[config.mk]
export PLATFORM = sky130hd
export DESIGN_NAME = hbs_blend
export DESIGN_NICKNAME = d
export VERILOG_FILES = /design/src/rtl/hbs_pkg.sv /design/src/rtl/hbs_blend.sv
export SDC_FILE = /design/constraint.sdc
export NUM_CORES = 1
export LEC_CHECK = 0
export BUFFER_PORTS_ARGS = -buffer_cell sky130_fd_sc_hd__buf_2
export CORE_UTILIZATION = 45
export CTS_CLUSTER_DIAMETER = 40
export DETAILED_ROUTE_END_ITERATION = 8
export GPL_ROUTABILITY_DRIVEN = 0
export PLACE_DENSITY = 0.7
export REMOVE_ABC_BUFFERS = 1
export SETUP_SLACK_MARGIN = 0.4
export SLEW_MARGIN = 20
export SYNTH_ARGS = -nofsm -noshare
export SYNTH_HDL_FRONTEND = slang
export SYNTH_SLANG_ARGS = --single-unit
[constraint.sdc]
create_clock -name clk -period 7.7 [get_ports clk]
set_input_delay 1.155 -clock clk [delete_from_list [all_inputs] [get_ports clk]]
set_output_delay 1.155 -clock clk [all_outputs]
set_load 0.02 [all_outputs]
[src/rtl/hbs_pkg.sv]
// ----------------------------------------------------------------------------
// hbs_pkg
// Shared constants, types and helper functions of the heightmap sampler.
// ----------------------------------------------------------------------------
package hbs_pkg;

  // Grid geometry and position format.
  localparam int GRID_SIDE = 64;
  localparam int FRAC_BITS = 8;

  // Field widths of the transactions.
  localparam int FUNC_W   = 1;
  localparam int INDEX_W  = 12;
  localparam int SAMPLE_W = 8;
  localparam int POS_W    = 14;
  localparam int OUT_W    = 23;

  // Derived storage and datapath widths.
  localparam int DEPTH    = GRID_SIDE * GRID_SIDE;
  localparam int ADDR_W   = $clog2(DEPTH);
  localparam int COL_W    = $clog2(GRID_SIDE);
  localparam int HGT_W    = 7;
  localparam int WX_W     = FRAC_BITS + 1;
  localparam int WT_W     = 2 * FRAC_BITS + 1;
  localparam int ACC_W    = HGT_W + WT_W;
  localparam int SH_L     = (2 * FRAC_BITS < 16) ? 16 - 2 * FRAC_BITS : 0;
  localparam int SH_R     = (2 * FRAC_BITS > 16) ? 2 * FRAC_BITS - 16 : 0;
  localparam int SCALE_W  = ACC_W + 16;

  localparam logic [WX_W-1:0] FRAC_ONE = WX_W'(1) << FRAC_BITS;

  // Function codes.
  localparam logic [FUNC_W-1:0] FUNC_LOAD   = 1'b0;
  localparam logic [FUNC_W-1:0] FUNC_SAMPLE = 1'b1;

  // Corner order: (c0,r0), (c1,r0), (c1,r1), (c0,r1).
  localparam logic [1:0] CORNER_FIRST = 2'd0;
  localparam logic [1:0] CORNER_LAST  = 2'd3;

  typedef enum logic [1:0] {
    ST_IDLE,
    ST_READ,
    ST_LAST,
    ST_DONE
  } hbs_state_t;

  typedef struct packed {
    logic       clear;
    logic       wt_en;
    logic       acc_en;
    logic [1:0] corner;
  } blend_ctl_t;

  // Corners 1 and 2 lie on the next column, corners 2 and 3 on the next row.
  function automatic logic corner_next_col(input logic [1:0] corner);
    return corner[0] ^ corner[1];
  endfunction

  function automatic logic corner_next_row(input logic [1:0] corner);
    return corner[1];
  endfunction

  // Byte divided by three: multiply by 171 and drop nine bits, exact for 0..255.
  function automatic logic [HGT_W-1:0] div3(input logic [SAMPLE_W-1:0] x);
    logic [15:0] prod;
    prod = 16'(x) * 16'd171;
    return prod[15:9];
  endfunction

endpackage

[src/rtl/hbs_blend.sv]
// ----------------------------------------------------------------------------
// hbs_blend
// Corner weight generation and multiply-accumulate of the four heights.
// ----------------------------------------------------------------------------
module hbs_blend import hbs_pkg::*; (
  input  logic                 clk,
  input  blend_ctl_t           ctl,
  input  logic [FRAC_BITS-1:0] tx,
  input  logic [FRAC_BITS-1:0] ty,
  input  logic [HGT_W-1:0]     height,
  output logic [ACC_W-1:0]     acc
);

  logic [WX_W-1:0] wx;
  logic [WX_W-1:0] wy;
  logic [WT_W-1:0] weight;

  // The weight is registered so that it meets the matching read data.
  always_comb begin
    wx = corner_next_col(ctl.corner) ? WX_W'(tx) : FRAC_ONE - WX_W'(tx);
    wy = corner_next_row(ctl.corner) ? WX_W'(ty) : FRAC_ONE - WX_W'(ty);
  end

  always_ff @(posedge clk) begin
    if (ctl.wt_en) begin
      weight <= WT_W'(wx) * WT_W'(wy);
    end
    if (ctl.clear) begin
      acc <= '0;
    end else if (ctl.acc_en) begin
      acc <= acc + ACC_W'(height) * ACC_W'(weight);
    end
  end

endmodule

==> summary.txt, run 1 <==
Run status
  • Status: finished with violations
  • Failing checks: DRC

Timing
  • Layout Skew: 0.00876 ns
  • Final setup TNS: 0 ns
  • Pins over their slew limit: 0
  • Final period util: 0.823
  • Tmin final: 6.34 ns
  • Final setup violation count: 0
  • Fmax: 158 MHz
  • RSZ-0062 raised after global routing: false
  • Final worst setup slack: 1.36 ns
  • Fin. Hold Viols: 0
  • Relative slew slack: 0.480
  • Worst slew pin tran: 0.780 ns

Logic synthesis
  • Syn Inst Count: 938
  • Synth area leaders: fa_1 (35%), ha_1 (12%), inv_1 (9.3%)
  • Ys flop type: dfxtp_1
  • Yosys warns: 0
  • Multiplexer share of the synthesized area: 0.0243
  • Register area share after synthesis: 0.118
  • Post-Synth Simple-Gate Area: 0.173
  • Largest family of logic cells by synthesized area: adder cells
  • Post-synth top area cell: fa_1
  • Post-synth cell types: 51
  • Yosys reg bits: 41
  • Compound-Gate Fraction of Synth Area: 0.0651
  • Area share of the largest cell type after synthesis: 0.346
  • Synthesized area per cell: 8.94 sq um
  • Synthesized area: 8380 sq um
  • Number of synthesized flops with an enable pin: 17
  • Synth async-reset ratio: 0
  • Adder-Cell Fraction of Synth Area: 0.467
  • Post-Synth XOR/XNOR Area: 0.0522

Final layout
  • Post-layout nets: 1237
  • N_diodes: 0
  • P&R area growth vs syn: 8.10%
  • Layout cells sized above 1: 0.0844
  • Fill cells: 1681

GRT
  • Initial antenna violation count: 0
  • Total grt overflow: 0
  • Largest net degree at the start of global routing: 34
  • Global-route usage over all layers: 0.189
  • First-pass GRT wire length: 29200 um
  • Vias in the first global route: 6248

Floorplan
  • I/O Pins: 53
  • Core area: 18100 sq um
  • Die Area: 19200 sq um
  • DIE WIDTH: 139 um
  • Row count: 49
  • Die Height: 139 um
  • Starting Density: 0.464

Worst hold path
  • Hold path depth: 2
  • Hold Crit Start: acc[13]$_SDFFE_PP0P_
  • Class of the worst hold path: flop to flop

CTS
  • Clk buf depth: 2
  • Worst skew pair latency: 0.30 ns
  • Cell at the root of the clock tree: clkbuf_16
  • CTS Sinks: 41
  • CTS Buf Count: 5
  • Hold-fix buffers, CTS: 0
  • Setup Fix Bufs, Post-CTS: 0
  • Resized Gates After CTS: 0
  • H-Tree Depth: 2
  • Reg clk slew, reported paths: 0.07 ns
  • CTS tree: yes

Placed design
  • HPWL after DPL: 14400 um
  • Setup WS pre-CTS: 1.06 ns
  • Port bufs: 52

Routing
  • Vias: 6201
  • Drt wl/cell: 14.1 um
  • Final ANT Viol Nets: 0
  • Drt pass-1 iters: 7
  • # DRC: 8
  • Vias/cell: 5.12
  • Final wirelength: 17100 um
  • Initial DRC Count: 251

Run
  • Max cap viols: 0

Critical path
  • CP Capture Type: flop
  • Setup crit start: tx[0]
  • CP arrival: 6.39 ns
  • Critical path type: input port to flop
  • CP Launch Type: input port
  • Origin of the critical flop-to-flop path: weight[9]$_DFFE_PP_
  • CP required: 7.75 ns
  • R2R cell count: 16
  • Worst Path Max Fanout: 7
-- synth_stat cells, types with 3 or more instances --
library cell / number
a211oi_1: 4
a21o_1: 6
a21oi_1: 27
a31oi_1: 5
and2_1: 83
clkbuf_1: 12
dfxtp_1: 24
edfxtp_1: 17
fa_1: 145
ha_1: 81
inv_1: 208
mux2i_1: 17
nand2_1: 75
nand2b_1: 5
nand4_1: 4
nor2_1: 86
nor2b_1: 9
nor3_1: 7
nor3b_1: 3
o21a_1: 6
o21ai_0: 13
o21bai_1: 4
or2_2: 10
xnor2_1: 35
xor2_1: 15
-- worst max-delay path, cell delays in order --
cell and delay [ns]:
buf_2 0.12, inv_1 0.19, ha_1 0.21, nor3b_1 0.43, nor2_1 0.15, xnor2_1 0.48
nor2_1 0.12, fa_1 0.49, fa_1 0.50, fa_1 0.49, inv_1 0.05, fa_1 0.47
inv_1 0.04, ha_1 0.31, o21a_1 0.20, nor2_1 0.12, nor2b_1 0.08, a21boi_0 0.14
o21a_1 0.20, o21ai_0 0.18, nor2b_1 0.19, xnor2_1 0.07
-- registers in the layout, summed over array words and instances, names as in the netlist --
signal / cells
acc: 24
weight: 17
-- cells by family (layout without fill, tap and decap cells) --
kind of cell               Yosys count  after routing
and+or+nand+nor                    295            295
muxes                               20             20
DFF                                 41             41
buffers and inverters              223            268
xor gates and xnor gates            50             50
adders and majority gates          226            226
AOI/OAI and AO/OA                   83             83
-- path summary, 6_finish.rpt --
path	slack (ns)	endpoint
worst max-delay path	1.36	weight[14]$_DFFE_PP_
worst min-delay path	0.50	acc[13]$_SDFFE_PP0P_
worst max register to register	2.44	acc[23]$_SDFFE_PP0P_
worst min register to register	0.50	acc[13]$_SDFFE_PP0P_
-- routing by layer --
layer	up-vias	track usage	share of wire
li1	2952	-	-
met5	-	0	0
met4	0	0.0467	0.016
met3	19	0.0277	0.050
met1	3082	0.253	0.45
met2	148	0.323	0.49
-- layout make-up --
type | instances | area, sq um | area share
repair buffers | 52 | 260 | 0.0287
flip-flops and latches | 41 | 991 | 0.109
inverters | 208 | 781 | 0.0861
multi-input cells | 674 | 6560 | 0.723
clock inverters | 3 | 65.1 | 0.00718
well taps | 229 | 287 | 0.0316
clock buffers | 5 | 125 | 0.0138
-- cells in the final DEF, fill, tap and decap left out, types with 3 or more instances in the layout --
| master | n |
|---|---|
| nor2_1 | 86 |
| fa_1 | 145 |
| mux2i_1 | 17 |
| nand2_1 | 75 |
| edfxtp_1 | 17 |
| nor3_1 | 7 |
| nand4_1 | 4 |
| a21oi_1 | 27 |
| a211oi_1 | 4 |
| o21bai_1 | 4 |
| ha_1 | 81 |
| and2_1 | 83 |
| nand2b_1 | 5 |
| nor3b_1 | 3 |
| clkbuf_16 | 5 |
| nor2b_1 | 9 |
| o21ai_0 | 13 |
| buf_2 | 52 |
| xnor2_1 | 35 |
| dfxtp_1 | 24 |
| o21a_1 | 6 |
| xor2_1 | 15 |
| a21o_1 | 6 |
| inv_1 | 208 |
| or2_2 | 10 |
| a31oi_1 | 5 |
-- metrics by stage --
| step | util | hold WS (ns) | area, sq um | cells |
|---|---|---|---|---|
| final | 0.501 | 0.500 | 9060 | 1212 |
| after global routing | 0.501 | 0.534 | 9060 | 1212 |
| after CTS | 0.501 | 0.503 | 9060 | 1212 |
| after detailed placement | 0.491 | 0.493 | 8870 | 1204 |
| after global placement | 0.491 | 0.486 | 8870 | 1204 |
| after floorplan | - | 0.562 | 8330 | 923 |
Power of run 1 is left out: the tool's default activity adds up to more than one toggle a clock period on the data nets, which glitch-free logic cannot reach.
==> run 2: changes to the inputs <==
- clock period: 7.7 -> 6.3 ns (I/O delays scaled with it)
==> summary.txt, run 2 (same netlist as run 1, synthesis figures left out) <==
Final layout
  • Post-layout nets: 1253 (+1.3%)
  • Most common cell after layout, fill and taps aside: inv_1
  • Commonest non-fill, non-tap cells in the layout: inv_1 (207), fa_1 (145), nor2_1 (85)
  • N_diodes: 0 (unchanged)
  • Most flops, register: acc
  • Fill cells: 1673 (-0.48%)
  • Max reg flops: 24 (unchanged)
  • Layout cells sized above 1: 0.116 (+0.0317)
  • P&R area growth vs syn: 10.2%
  • Largest registers: acc: 24 flops, weight: 17 flops

Critical path
  • Critical path type: input port to flop
  • R2r setup slk: 1.02 ns (-1.42 ns)
  • Worst Path Buf+Inv: 5 (+1)
  • CP required: 6.35 ns (-1.40 ns)
  • CP arrival: 5.69 ns (-0.70 ns)
  • Origin of the critical flop-to-flop path: weight[9]$_DFFE_PP_
  • CP Cell Sequence: buf_2 > inv_2 > ha_1 > nor3b_4 > nor2_2 > xnor2_2 > or2_2 > fa_1 > inv_1 > fa_1 > fa_1 > inv_1 > fa_1 > inv_1 > ha_1 > o21a_1 > nor2_1 > nor2b_1 > a21boi_1 > o21a_1 > o21ai_1 > nor2b_2 > xnor2_1
  • CP Capture Type: flop
  • Slowest stage cell, crit path: fa_1
  • Worst Path Max Fanout: 7 (unchanged)
  • Largest incremental delay on the critical path: 0.55 ns (+0.05 ns)
  • Most used cell, CP: fa_1
  • Critical path's top delay family: adder cells
  • CP Launch Type: input port
  • Setup crit start: tx[0]

Run
  • Max cap viols: 0 (unchanged)

Floorplan
  • Row count: 49 (unchanged)
  • Die Height: 139 um (unchanged)
  • Core area: 18100 sq um (unchanged)
  • Starting Density: 0.464 (unchanged)
  • I/O Pins: 53 (unchanged)
  • Die Area: 19200 sq um (unchanged)
  • DIE WIDTH: 139 um (unchanged)

Run status
  • Status: finished with violations
  • Failing checks: DRC

GRT
  • Global-route usage over all layers: 0.191 (+0.00207)
  • Total grt overflow: 0 (unchanged)
  • First-pass GRT wire length: 29500 um (+1.2%)
  • Vias in the first global route: 6136 (-1.8%)
  • Largest net degree at the start of global routing: 34 (unchanged)
  • Initial antenna violation count: 0 (unchanged)

Routing
  • Drt pass-1 iters: 7 (unchanged)
  • Vias: 6196 (-0.081%)
  • Top layer in use: met4
  • Final ANT Viol Nets: 0 (unchanged)
  • Final wirelength: 17300 um (+1.1%)
  • Vias/cell: 5.05 (-1.4%)
  • Drt wl/cell: 14.1 um (-0.18%)
  • # DRC: 9 (+1)
  • WL met2: 8330 um (about the same)
  • Met3 Wirelength: 748 um (-13%)
  • Post-Route M1 WL: 7930 um (+3.7%)
  • Initial DRC Count: 325 (+29%)

Timing
  • Final period util: 0.895
  • Worst slew pin tran: 0.749 ns (-0.0310 ns)
  • Final setup TNS: 0 ns (unchanged)
  • Relative slew slack: 0.501 (+0.0207)
  • Fmax: 177 MHz
  • Final setup violation count: 0 (unchanged)
  • Pins over their slew limit: 0 (unchanged)
  • Fin. Hold Viols: 0 (unchanged)
  • Tmin final: 5.64 ns
  • Layout Skew: 0.00936 ns (+0.000597 ns)
  • RSZ-0062 raised after global routing: false

CTS
  • CTS Sinks: 41 (unchanged)
  • Worst skew pair latency: 0.30 ns (about the same)
  • Reg clk slew, reported paths: 0.06 ns (about the same)
  • Cell at the root of the clock tree: clkbuf_16
  • CTS Buf Count: 5 (unchanged)
  • H-Tree Depth: 2 (unchanged)
  • Clk buf depth: 2 (unchanged)
  • CTS tree: yes

Worst hold path
  • Hold Crit Start: acc[10]$_SDFFE_PP0P_
  • Class of the worst hold path: flop to flop

Placed design
  • HPWL after DPL: 14500 um (+0.36%)
  • Port bufs: 52 (unchanged)
## run 2: changes by cell type in the layout (fill, tap and decap cells not counted), sizes merged
cell	change
buf	+16
bufinv	-2
clkbuf	+1
clkinv	+1
## run 2: area by class of cell
type / instances / area [sq um] / area share
well taps: 229 / 287 / 0.0310
inverters: 208 / 781 / 0.0845
clock inverters: 2 / 10.0 / 0.00108
flip-flops and latches: 41 / 991 / 0.107
multi-input cells: 674 / 6670 / 0.721
clock buffers: 6 / 129 / 0.0139
repair buffers: 68 / 380 / 0.0412
## run 2: worst paths after layout
kind                          endpoint  cells after the start
hold / removal    acc[10]$_SDFFE_PP0P_                      2
hold reg to reg   acc[10]$_SDFFE_PP0P_                      2
setup reg to reg  acc[23]$_SDFFE_PP0P_                     16
setup / recovery  weight[14]$_DFFE_PP_                     23
## run 2: through the flow
stage | cell area [sq um] | hold slack (ns) | std cells | worst slack (ns) | utilization
final | 9240 | 0.503 | 1228 | 0.659 | 0.511
after global routing | 9240 | 0.539 | 1228 | 0.372 | 0.511
after CTS | 9130 | 0.504 | 1227 | 0.466 | 0.505
after detailed placement | 8990 | 0.496 | 1219 | 0.0151 | 0.497
after global placement | 8990 | 0.485 | 1219 | 0.224 | 0.497
after floorplan | 8330 | 0.562 | 923 | 0.496 | -
## run 2: layer usage
layer	global-route usage	up-vias
met4	0.0497	0
met5	0	-
met1	0.261	3043
li1	-	2991
met3	0.0312	19
met2	0.316	143
## run 2: timing repair
item	in CTS	in global routing
buffers inserted	0	1
setup endpoints to repair	3	4
cloned	0	0
resized for setup	1	21
hold buffers	0	0
## run 2: tightest hold or removal path, delay by kind of cell, from the launching register on
kind	cells	cell delay, ns
and+or+nand+nor	1	0.09
DFF	1	0.32
AOI/OAI and AO/OA	1	0.05
Power of run 2 is left out for the same reason.
